### config.mk
export PLATFORM = sky130hd
export DESIGN_NAME = midi_track_note_extractor
export DESIGN_NICKNAME = d
export VERILOG_FILES = /design/src/hdl/mtne_pkg.sv /design/src/hdl/mtne_ctrl.sv /design/src/hdl/mtne_dpath.sv /design/src/hdl/midi_track_note_extractor.sv
export SDC_FILE = /design/constraint.sdc
export NUM_CORES = 2
export LEC_CHECK = 0
export ABC_AREA = 1
export BUFFER_PORTS_ARGS = -buffer_cell sky130_fd_sc_hd__buf_2
export CELL_PAD_IN_SITES_DETAIL_PLACEMENT = 0
export CELL_PAD_IN_SITES_GLOBAL_PLACEMENT = 1
export CORE_ASPECT_RATIO = 0.5
export CORE_UTILIZATION = 25
export DETAILED_ROUTE_END_ITERATION = 7
export PLACE_DENSITY_LB_ADDON = 0.25
export SETUP_SLACK_MARGIN = 0.4
export SLEW_MARGIN = 15
export SYNTH_ARGS = -nofsm -noshare
export SYNTH_HDL_FRONTEND = slang
export SYNTH_SLANG_ARGS = --single-unit
### constraint.sdc
create_clock -name clock -period 23.8 [get_ports clock]
set_input_delay 1.19 -clock clock [delete_from_list [all_inputs] [get_ports clock]]
set_output_delay 1.19 -clock clock [all_outputs]
set_load 0.05 [all_outputs]
### src/hdl/mtne_pkg.sv
// ---------------------------------------------------------------------------
// mtne_pkg
// Types and constants of the MIDI track note extractor.
// ---------------------------------------------------------------------------
package mtne_pkg;

   localparam int PENDING_SLOTS_DEF = 16;

   localparam logic [7:0] ST_SYSEX   = 8'hF0;
   localparam logic [7:0] ST_ESCAPE  = 8'hF7;
   localparam logic [7:0] ST_META    = 8'hFF;
   localparam logic [7:0] META_EOT   = 8'h2F;
   localparam logic [3:0] KIND_OFF   = 4'h8;
   localparam logic [3:0] KIND_ON    = 4'h9;
   localparam logic [3:0] KIND_PROG  = 4'hC;
   localparam logic [3:0] KIND_PRESS = 4'hD;
   localparam logic [3:0] KIND_SYS   = 4'hF;
   localparam logic [6:0] PITCH_MAX  = 7'h7F;

   typedef enum logic [3:0] {
      PH_DELTA, PH_STATUS, PH_DATA1, PH_DATA2, PH_META_TYPE,
      PH_META_LEN, PH_SYSEX_LEN, PH_SKIP, PH_HALT
   } phase_type;

   typedef enum logic [2:0] {
      C_IDLE, C_HOLD, C_SCAN, C_EMIT
   } ctl_state_type;

   typedef struct packed {
      logic [31:0] start;
      logic [6:0]  pitch;
      logic [7:0]  vel;
   } pend_type;

   typedef struct packed {
      logic byte_step;
      logic flush_start;
      logic emit;
      logic next_pitch;
      logic track_clear;
   } cmd_type;

   typedef struct packed {
      logic byte_hit;
      logic match_any;
      logic last_pitch;
   } stat_type;

endpackage

### src/hdl/mtne_ctrl.sv
// ---------------------------------------------------------------------------
// mtne_ctrl
// Sequencer: byte handling, result hand-off and the flush pitch walk.
// ---------------------------------------------------------------------------
module mtne_ctrl
   import mtne_pkg::*;
(
   input  logic     clock,
   input  logic     reset,
   input  logic     req_tvalid,
   input  logic     req_mode,
   output logic     req_tready,
   output logic     rsp_tvalid,
   input  logic     rsp_tready,
   input  stat_type stat,
   output cmd_type  cmd
);

   ctl_state_type state_ff, state_in;

   always_ff @(posedge clock) begin
      if (reset) begin
         state_ff <= C_IDLE;
      end else begin
         state_ff <= state_in;
      end
   end

   always_comb begin
      state_in = state_ff;
      unique case (state_ff)
         C_IDLE: begin
            if (req_tvalid) begin
               if (req_mode) state_in = C_SCAN;
               else if (stat.byte_hit) state_in = C_HOLD;
            end
         end
         C_HOLD: begin
            if (rsp_tready) state_in = C_IDLE;
         end
         C_SCAN: begin
            if (stat.match_any) state_in = C_EMIT;
            else if (stat.last_pitch) state_in = C_IDLE;
         end
         C_EMIT: begin
            if (rsp_tready) state_in = C_SCAN;
         end
         default: state_in = C_IDLE;
      endcase
   end

   always_comb begin
      cmd        = '0;
      req_tready = 1'b0;
      rsp_tvalid = 1'b0;
      unique case (state_ff)
         C_IDLE: begin
            req_tready      = 1'b1;
            cmd.byte_step   = req_tvalid & ~req_mode;
            cmd.flush_start = req_tvalid & req_mode;
         end
         C_HOLD: rsp_tvalid = 1'b1;
         C_SCAN: begin
            cmd.emit        = stat.match_any;
            cmd.next_pitch  = ~stat.match_any;
            cmd.track_clear = ~stat.match_any & stat.last_pitch;
         end
         C_EMIT: rsp_tvalid = 1'b1;
         default: ;
      endcase
   end

endmodule

### src/hdl/mtne_dpath.sv
// ---------------------------------------------------------------------------
// mtne_dpath
// Track parser state, pending-note pool and the result register.
// ---------------------------------------------------------------------------
module mtne_dpath
   import mtne_pkg::*;
#(
   parameter int PENDING_SLOTS = PENDING_SLOTS_DEF
)(
   input  logic        clock,
   input  logic        reset,
   input  logic [3:0]  listen_channel,
   input  logic [7:0]  data_byte,
   input  cmd_type     cmd,
   output stat_type    stat,
   output logic [31:0] start_tick,
   output logic [31:0] end_tick,
   output logic [6:0]  pitch,
   output logic [7:0]  velocity,
   output logic        hanging,
   output logic [7:0]  dropped_ons,
   output logic        last
);

   localparam int IW = (PENDING_SLOTS > 1) ? $clog2(PENDING_SLOTS) : 1;
   localparam int UW = $clog2(PENDING_SLOTS + 1);
   localparam logic [UW-1:0] SLOTS_U = UW'(PENDING_SLOTS);

   phase_type   phase_ff, phase_in;
   logic [31:0] acc_ff, acc_in;
   logic [31:0] tick_ff, tick_in;
   logic [7:0]  rs_ff, rs_in;
   logic        rv_ff, rv_in;
   logic [31:0] skip_ff, skip_in;
   logic [7:0]  meta_ff, meta_in;
   logic [7:0]  first_ff, first_in;
   logic [UW-1:0] used_ff, used_in;
   logic [7:0]  drop_ff, drop_in;
   pend_type    pool_ff [PENDING_SLOTS];
   pend_type    pool_in [PENDING_SLOTS];
   logic [6:0]  scan_ff, scan_in;
   logic [PENDING_SLOTS-1:0] done_ff, done_in;
   logic [UW-1:0] cnt_ff, cnt_in;

   // output word register
   logic [31:0] o_start_ff, o_end_ff;
   logic [6:0]  o_pitch_ff;
   logic [7:0]  o_vel_ff, o_drop_ff;
   logic        o_hang_ff, o_last_ff;

   // byte decode
   logic [7:0]  st;
   logic        do_close, do_open;
   logic [PENDING_SLOTS-1:0] valid_v, close_v, scan_v;
   logic        close_found, scan_found;
   logic [IW-1:0] close_idx, scan_idx;
   logic [31:0] acc_sh, skip_sh;

   always_comb begin
      for (int j = 0; j < PENDING_SLOTS; j++) begin
         valid_v[j] = UW'(j) < used_ff;
         close_v[j] = valid_v[j] && !first_ff[7] && pool_ff[j].pitch == first_ff[6:0];
         scan_v[j]  = valid_v[j] && !done_ff[j] && pool_ff[j].pitch == scan_ff;
      end
      close_found = 1'b0;
      close_idx   = '0;
      scan_found  = 1'b0;
      scan_idx    = '0;
      for (int j = PENDING_SLOTS - 1; j >= 0; j--) begin
         if (close_v[j]) begin
            close_found = 1'b1;
            close_idx   = IW'(j);
         end
         if (scan_v[j]) begin
            scan_found = 1'b1;
            scan_idx   = IW'(j);
         end
      end
   end

   assign acc_sh  = {acc_ff[24:0], data_byte[6:0]};
   assign skip_sh = {skip_ff[24:0], data_byte[6:0]};

   always_comb begin
      phase_in = phase_ff;
      acc_in   = acc_ff;
      tick_in  = tick_ff;
      rs_in    = rs_ff;
      rv_in    = rv_ff;
      skip_in  = skip_ff;
      meta_in  = meta_ff;
      first_in = first_ff;
      do_close = 1'b0;
      do_open  = 1'b0;
      st       = data_byte[7] ? data_byte : rs_ff;
      unique case (phase_ff)
         PH_DELTA: begin
            acc_in = acc_sh;
            if (!data_byte[7]) begin
               tick_in  = tick_ff + acc_sh;
               acc_in   = '0;
               phase_in = PH_STATUS;
            end
         end
         PH_STATUS: begin
            if (!data_byte[7] && !rv_ff) begin
               phase_in = PH_HALT;
            end else begin
               if (st != ST_SYSEX && st != ST_ESCAPE && st != ST_META) begin
                  rs_in = st;
                  rv_in = 1'b1;
               end
               if (st == ST_META) begin
                  phase_in = PH_META_TYPE;
               end else if (st == ST_SYSEX || st == ST_ESCAPE) begin
                  skip_in  = '0;
                  phase_in = PH_SYSEX_LEN;
               end else if (st[7:4] == KIND_SYS) begin
                  phase_in = PH_HALT;
               end else if (!data_byte[7]) begin
                  // running status: this byte is already the first data byte
                  first_in = data_byte;
                  phase_in = (st[7:4] == KIND_PROG || st[7:4] == KIND_PRESS) ?
                             PH_DELTA : PH_DATA2;
               end else begin
                  phase_in = PH_DATA1;
               end
            end
         end
         PH_DATA1: begin
            first_in = data_byte;
            phase_in = (rs_ff[7:4] == KIND_PROG || rs_ff[7:4] == KIND_PRESS) ?
                       PH_DELTA : PH_DATA2;
         end
         PH_DATA2: begin
            phase_in = PH_DELTA;
            if (rs_ff[3:0] == listen_channel) begin
               if (rs_ff[7:4] == KIND_ON) begin
                  if (data_byte == 8'd0) do_close = 1'b1;
                  else do_open = !first_ff[7];
               end else if (rs_ff[7:4] == KIND_OFF) begin
                  do_close = 1'b1;
               end
            end
         end
         PH_META_TYPE: begin
            meta_in  = data_byte;
            skip_in  = '0;
            phase_in = PH_META_LEN;
         end
         PH_META_LEN, PH_SYSEX_LEN: begin
            skip_in = skip_sh;
            if (!data_byte[7]) begin
               if (phase_ff == PH_META_LEN && meta_ff == META_EOT) phase_in = PH_HALT;
               else if (skip_sh == '0) phase_in = PH_DELTA;
               else phase_in = PH_SKIP;
            end
         end
         PH_SKIP: begin
            if (skip_ff != '0) skip_in = skip_ff - 32'd1;
            if (skip_ff <= 32'd1) phase_in = PH_DELTA;
         end
         default: phase_in = PH_HALT;
      endcase
   end

   assign stat.byte_hit   = (phase_ff == PH_DATA2) && (rs_ff[3:0] == listen_channel) &&
                            ((rs_ff[7:4] == KIND_ON && data_byte == 8'd0) ||
                             rs_ff[7:4] == KIND_OFF) && close_found;
   assign stat.match_any  = scan_found;
   assign stat.last_pitch = (scan_ff == PITCH_MAX);

   // pool update: close shifts later entries down, open appends
   always_comb begin
      for (int j = 0; j < PENDING_SLOTS; j++) pool_in[j] = pool_ff[j];
      used_in = used_ff;
      drop_in = drop_ff;
      if (cmd.byte_step && do_close && close_found) begin
         for (int j = 0; j < PENDING_SLOTS - 1; j++) begin
            if (IW'(j) >= close_idx) pool_in[j] = pool_ff[j + 1];
         end
         used_in = used_ff - UW'(1);
      end
      if (cmd.byte_step && do_open) begin
         if (used_ff < SLOTS_U) begin
            pool_in[used_ff[IW-1:0]] = '{start: tick_ff, pitch: first_ff[6:0],
                                         vel: data_byte};
            used_in = used_ff + UW'(1);
         end else if (drop_ff != 8'hFF) begin
            drop_in = drop_ff + 8'd1;
         end
      end
   end

   always_comb begin
      scan_in = scan_ff;
      done_in = done_ff;
      cnt_in  = cnt_ff;
      if (cmd.flush_start) begin
         scan_in = '0;
         done_in = '0;
         cnt_in  = '0;
      end else if (cmd.emit) begin
         done_in[scan_idx] = 1'b1;
         cnt_in = cnt_ff + UW'(1);
      end else if (cmd.next_pitch) begin
         scan_in = scan_ff + 7'd1;
      end
   end

   always_ff @(posedge clock) begin
      if (reset || cmd.track_clear) begin
         phase_ff <= PH_DELTA;
         acc_ff   <= '0;
         tick_ff  <= '0;
         rs_ff    <= '0;
         rv_ff    <= 1'b0;
         skip_ff  <= '0;
         meta_ff  <= '0;
         used_ff  <= '0;
         drop_ff  <= '0;
      end else if (cmd.flush_start) begin
         tick_ff <= tick_ff + acc_ff;
         acc_ff  <= '0;
      end else if (cmd.byte_step) begin
         phase_ff <= phase_in;
         acc_ff   <= acc_in;
         tick_ff  <= tick_in;
         rs_ff    <= rs_in;
         rv_ff    <= rv_in;
         skip_ff  <= skip_in;
         meta_ff  <= meta_in;
         used_ff  <= used_in;
         drop_ff  <= drop_in;
      end
   end

   always_ff @(posedge clock) begin
      if (cmd.byte_step) begin
         first_ff <= first_in;
         for (int j = 0; j < PENDING_SLOTS; j++) pool_ff[j] <= pool_in[j];
      end
      scan_ff <= scan_in;
      done_ff <= done_in;
      cnt_ff  <= cnt_in;
      if (cmd.byte_step && stat.byte_hit) begin
         o_start_ff <= pool_ff[close_idx].start;
         o_pitch_ff <= pool_ff[close_idx].pitch;
         o_vel_ff   <= pool_ff[close_idx].vel;
         o_end_ff   <= tick_ff;
         o_hang_ff  <= 1'b0;
         o_drop_ff  <= drop_ff;
         o_last_ff  <= 1'b1;
      end else if (cmd.emit) begin
         o_start_ff <= pool_ff[scan_idx].start;
         o_pitch_ff <= pool_ff[scan_idx].pitch;
         o_vel_ff   <= pool_ff[scan_idx].vel;
         o_end_ff   <= tick_ff;
         o_hang_ff  <= 1'b1;
         o_drop_ff  <= drop_ff;
         o_last_ff  <= (cnt_ff + UW'(1)) == used_ff;
      end
   end

   assign start_tick  = o_start_ff;
   assign end_tick    = o_end_ff;
   assign pitch       = o_pitch_ff;
   assign velocity    = o_vel_ff;
   assign hanging     = o_hang_ff;
   assign dropped_ons = o_drop_ff;
   assign last        = o_last_ff;

endmodule

### src/hdl/midi_track_note_extractor.sv
// A track byte that closes a pending note stalls the input until its word is taken. A
// flush walks all 128 pitches against the pending pool; for each pending note of the
// pitch under scan it emits a word and waits for it to be taken before scanning on.
// Results are one word at a time.
// ---------------------------------------------------------------------------
// midi_track_note_extractor
// Parses a MIDI track body and emits closed notes, and hanging notes on flush.
// ---------------------------------------------------------------------------
module midi_track_note_extractor
   import mtne_pkg::*;
#(
   parameter int PENDING_SLOTS = PENDING_SLOTS_DEF
)(
   input  logic        clock,
   input  logic        reset,
   input  logic        csr_wr_en,
   input  logic [3:0]  csr_wr_data,   // listen_channel
   input  logic        req_tvalid,
   output logic        req_tready,
   input  logic [7:0]  req_tdata,     // data_byte
   input  logic        req_tuser,     // mode
   output logic        rsp_tvalid,
   input  logic        rsp_tready,
   // start_tick[31:0], end_tick[63:32], pitch[70:64], velocity[78:71],
   // dropped_ons[86:79], zero[87]
   output logic [87:0] rsp_tdata,
   output logic        rsp_tuser,     // hanging
   output logic        rsp_tlast      // last
);

   logic [3:0]  chan_ff;
   cmd_type     cmd;
   stat_type    stat;
   logic [31:0] start_tick, end_tick;
   logic [6:0]  pitch;
   logic [7:0]  velocity, dropped_ons;

   always_ff @(posedge clock) begin
      if (reset) begin
         chan_ff <= '0;
      end else if (csr_wr_en) begin
         chan_ff <= csr_wr_data;
      end
   end

   mtne_ctrl u_ctrl (
      .clock      (clock),
      .reset      (reset),
      .req_tvalid (req_tvalid),
      .req_mode   (req_tuser),
      .req_tready (req_tready),
      .rsp_tvalid (rsp_tvalid),
      .rsp_tready (rsp_tready),
      .stat       (stat),
      .cmd        (cmd)
   );

   mtne_dpath #(.PENDING_SLOTS(PENDING_SLOTS)) u_dpath (
      .clock          (clock),
      .reset          (reset),
      .listen_channel (chan_ff),
      .data_byte      (req_tdata),
      .cmd            (cmd),
      .stat           (stat),
      .start_tick     (start_tick),
      .end_tick       (end_tick),
      .pitch          (pitch),
      .velocity       (velocity),
      .hanging        (rsp_tuser),
      .dropped_ons    (dropped_ons),
      .last           (rsp_tlast)
   );

   assign rsp_tdata = {1'b0, dropped_ons, velocity, pitch, end_tick, start_tick};

endmodule

# Yosys cells after proc, flatten, opt, wreduce, memory -nomap -nowiden
# Memories as Yosys holds them, arrays and structs flattened.
# Cells that the tools add are included.
[op_classes]
add_sub_neg = 8
order_cmp = 37
n_eq_ne = 76
muxes = 153
bitwise_logic = 11
n_reduce_logical = 126
[op_table]
columns = ["cell", "count"]
rows = [
  ["two-way mux 752 bit", 2],
  ["bitwise mux 752 bit", 1],
  ["two-way mux 47 bit", 16],
  ["two-way mux 705 bit", 1],
  ["two-way mux 32 bit", 13],
  ["equality test 7 bit", 32],
  ["demux 47 bit (select 4 bit)", 1],
  ["two-way mux 4 bit", 41],
  ["case mux 32 bit (4 select lines)", 1],
  ["two-way mux 8 bit", 10],
  ["logical AND 1 bit", 78],
  ["adder 32 bit", 2],
  ["two-way mux 1 bit", 46],
  ["< comparator 4 x 5 -> 1 bit, first input constant", 8],
  ["<= comparator 32 x 1 -> 1 bit, second input constant", 1],
  ["zero test 32 bit", 1],
  ["!= test 8 bit, second input constant", 4],
  ["nonzero test 32 bit", 1],
  ["subtractor 32 x 1 -> 32 bit, second input constant", 1],
  ["equality test 4 bit, second input constant", 7],
  ["greater-or-equal comparator 4 bit, first input constant", 7],
  ["case mux 4 bit (7 select lines)", 1],
  ["two-way mux 3 bit", 9],
  ["equality test 8 bit, second input constant", 3],
  ["other kinds (50)", 124],
]
[totals]
ff_bits = 262
ramBits = 752
inputBits = 18
output_inout_bits = 92
memories = 1
[mem_list]
columns = ["name", "words", "word_bits", "read_ports", "rd_clocked_by_memory_dff", "wr", "line_no", "text"]
rows = [
  ["u_dpath.pool_ff", 16, 47, 18, 0, 16, "mtne_dpath.sv:39", "pend_type pool_ff [PENDING_SLOTS];"],
]

# Depth between registers and ports, before layout
[logic_depth]
word_depth = 25
depth_mapped = 34

# Modules after synthesis
# From an unflattened synthesis, not the netlist that was laid out.
[hier_totals]
hier_cells = 10667
hier_area_um2 = 72575.9
[by_module_without_submodules]
columns = ["mod", "n_inst", "cells_each", "area_per_inst_um2"]
rows = [
  ["mtne_dpath", 1, 10595, 72171.7],
  ["mtne_ctrl", 1, 44, 220.2],
  ["midi_track_note_extractor", 1, 28, 183.9],
]

# Least setup slack after synthesis
# No wires, ideal clock.
[synth_path]
kind = "input-to-reg"
startpoint = "input port req_tuser"
endpoint = "register u_dpath.o_drop_ff[0] (netlist: u_dpath.dropped_ons[0]), enable pin"
arrival_time_ns = 20.370
required_time_ns = 22.952
slack_ns = 2.583
cell_stages = 6
n_path_buf = 1
path_cell_list = "nor2_1 > nand2_1 > clkinv_1 > nand3_4 > buf_1 > nand2_1"
[synth_lines]
columns = ["element", "line_no", "text"]
rows = [
  ["from (decl)", "midi_track_note_extractor.sv:21", "input logic req_tuser,"],
  ["to (signal assigned)", "mtne_dpath.sv:252", "o_drop_ff <= drop_ff;"],
  ["to (signal assigned)", "mtne_dpath.sv:260", "o_drop_ff <= drop_ff;"],
  ["to (decl)", "mtne_dpath.sv:48", "logic [7:0] o_vel_ff, o_drop_ff;"],
]

==> results.cfg <==
[synthesis]
synth.net_count = 10500
seq_area_frac_synth_pct = 39.4
synth-seq-cells = 1013
syn_area_per_cell_um2 = 7.00
synth_cell_types = 70
yosysWarnings = 0
synth_flop_cell = edfxtp_1
syn_inst = 10400
syn_area_um2 = 73000
postSynth.asyncResetShare_pct = 0
synth-edff-count = 847

[min_path]
hold_path_startpoint = u_dpath.meta_ff[0]$_SDFFE_PP0P_
min_to = u_dpath.meta_ff[0]$_SDFFE_PP0P_
hold_path_class = register to register
whs_path_depth = 2

[sta]
finalSetupTns_ps = 0
max_slew.worst_pin.slew_ps = 1250
rsz0062_at_grt = no
hold_viol = 0
drv_slew = 0
setup_viol = 0
finClkSkew_ps = 62.3
relSlewSlack_pct = 16.7
period_minus_slack_ps = 7190
max_freq_mhz = 139
fin_crit_sh_pct = 30.2

[finish]
layout_commonest_cell = nand2_1
fin_area_um2 = 80600
fin_util_pct = 27.9
layout_common_cells = 1987 x nand2_1, 1455 x nand3_1, 1424 x inv_1
area_delta_synth_final_pct = 10.4
multi_input_area_um2 = 35400
drive_above_1_share_pct = 6.29
register_area_um2 = 28800
fin_nets = 10100
nFillCells = 32100

[placed_design]
finalWeightedCongestion = 0.973
hpwl_mm = 259
io_buffers = 108
placed_area_um2 = 76900

[route]
viasPerCell = 5.69
drcViolationCount = 1
wl_mm = 445
vias = 79700
wire_per_inst_um = 31.8
dr.pass1.iters = 8
first_iter_violations = 12900
final_antenna_net_count = 0

[setup_path]
worst_setup_path_end_kind = register
rrSetupSlack_ps = 16610
crit_required_ps = 24320
arrival_ps = 7710
worstReg2RegStart = u_dpath.first_ff[1]$_DFFE_PP_
slowest_stage = buf_4
reg2regPathDepth = 27
cp_max_fo = 67
cpPeakStageDelay_ps = 790
crit_path_start_kind = register
r2r_end = u_dpath.pool_ff[4][27]$_DFFE_PP_
crit_top_cell = nand2_1
critPathKind = register to register

[clock_tree]
clkTransAtPathRegs_ps = 60
cts_buffers = 118
cts_root_buf = clkbuf_16
cts_tree = yes
cts.sink_count = 1013
post_cts_buffers = 0
cts_buffer_depth = 3
ctsHtreeMaxLevel = 3
hold_buffers = 0
cts_resized = 0
clk_latency_ps = 810

[global_routing]
grt.total_usage_pct = 28.9
grt_pass1_vias = 73000
grt-ovfl-total = 0
grt_max_degree = 155
antenna_found_initial = 49
grt_pass1_wl_mm = 607

[power_and_ir_drop]
leakagePower_nw = 33.9
p_per_area_nw_per_um2 = 54.3
vdd_drop_max_mv = 0.0652

[floorplanning]
io_pins = 110
die_x_um = 766
die-area_um2 = 294000
rows = 139
core_um2 = 289000
die_height_um = 384
start_util_pct = 25.3

[run]
cap_violations = 0

[run_status]
status = finished, violations left
violations = design-rule violations
## registers in the layout, summed over array words and instances, names as in the netlist, 2 cells and up, named ones only
name                 flops
u_dpath.used_ff          5
u_dpath.start_tick      32
u_dpath.pool_ff        705
u_dpath.velocity         8
u_dpath.cnt_ff           5
u_dpath.meta_ff          8
u_dpath.done_ff         16
chan_ff                  4
u_dpath.rs_ff            8
u_ctrl.state_ff          2
u_dpath.dropped_ons      8
u_dpath.skip_ff         32
u_dpath.tick_ff         32
u_dpath.acc_ff          32
u_dpath.first_ff         8
u_dpath.scan_ff          7
u_dpath.end_tick        32
u_dpath.drop_ff          8
u_dpath.pitch            7
u_dpath.phase_ff         4
## per-stage QoR
stage | setup WS (ps) | hold WS [ps] | power [mW] | instances
after floorplan | 2580 | 421 | 2.39 | 10400
after global placement | 16630 | 441 | 2.53 | 13800
after detailed placement | 16710 | 446 | 2.53 | 13800
after CTS | 16660 | 466 | 4.37 | 14000
after global routing | 16490 | 479 | 4.49 | 14000
final | 16610 | 467 | 4.38 | 14000
## worst max-delay path: cells and delay by family (launching register included)
kind	cells	cell delay (ps)
and+or+nand+nor	22	4180
buffers and inverters	4	2210
DFF	1	320
AOI/OAI and AO/OA	1	100
## per-layer routing
layer  wire [um]  GRT usage (%)  up-vias
met5         116              0        -
met4       18000           10.3       18
met3       54500           8.13      817
met2      183000           43.0     5093
met1      189000           40.0    39300
li1            -              -    34500
## power breakdown
| group | switching (mW) | internal [mW] |
|---|---|---|
| clock | 0.885 | 0.977 |
| combinational | 0.321 | 0.119 |
| sequential | 0.0747 | 2.00 |
| total | 1.28 | 3.09 |
## worst max path at each step
| stage | startpoint | endpoint | slack (ps) |
|---|---|---|---|
| 2_1_floorplan | req_tuser | u_dpath.dropped_ons[0]$_DFFE_PP_ | 2580 |
| 3_3_place_gp | u_dpath.scan_ff[6]$_SDFFE_PP0P_ | u_dpath.velocity[7]$_DFFE_PP_ | 16630 |
| 3_5_place_dp | u_dpath.scan_ff[6]$_SDFFE_PP0P_ | u_dpath.start_tick[27]$_DFFE_PP_ | 16710 |
| 4_1_cts | u_dpath.scan_ff[6]$_SDFFE_PP0P_ | u_dpath.start_tick[27]$_DFFE_PP_ | 16660 |
| 5_1_grt | u_dpath.scan_ff[1]$_SDFFE_PP0P_ | u_dpath.start_tick[7]$_DFFE_PP_ | 16490 |
| 6_report | u_dpath.first_ff[1]$_DFFE_PP_ | u_dpath.pool_ff[4][27]$_DFFE_PP_ | 16610 |
## cell usage after synthesis, types with 141 or more instances
library cell | n | share of area (%)
o211ai_1 | 194 | 2.0
dfxtp_1 | 166 | 4.6
nand2_1 | 2004 | 10
o22ai_1 | 141 | 1.2
buf_2 | 283 | 1.9
edfxtp_1 | 847 | 35
nand3_1 | 1464 | 10
nand4_1 | 385 | 3.3
inv_1 | 1431 | 7.4
a21oi_1 | 541 | 3.7
nor2_1 | 705 | 3.6
clkbuf_1 | 450 | 2.3
o21ai_0 | 918 | 6.3
## logic make-up after synthesis
logic type	count (synthesis)	share of synthesized area, %
AO/OA/AOI/OAI	2108	16.0
XOR/XNOR	105	1.26
adder cells (fa/ha/maj)	41	0.713
buffers and inverters	2326	12.7
flip-flops	1013	39.4
other	1	0.00514
AND/OR/NAND/NOR	4830	29.8
## area by class of cell
| type | count | area share, % |
|---|---|---|
| antenna | 8 | 0.0248 |
| clock buffer | 160 | 3.98 |
| multi-input combinational | 7085 | 44.0 |
| clock inverter | 50 | 0.461 |
| inverter | 1473 | 6.92 |
| timing repair buffer | 337 | 2.92 |
| tap | 3877 | 6.02 |
| sequential | 1013 | 35.7 |
Note: power is estimated with default switching activity, not from simulation.
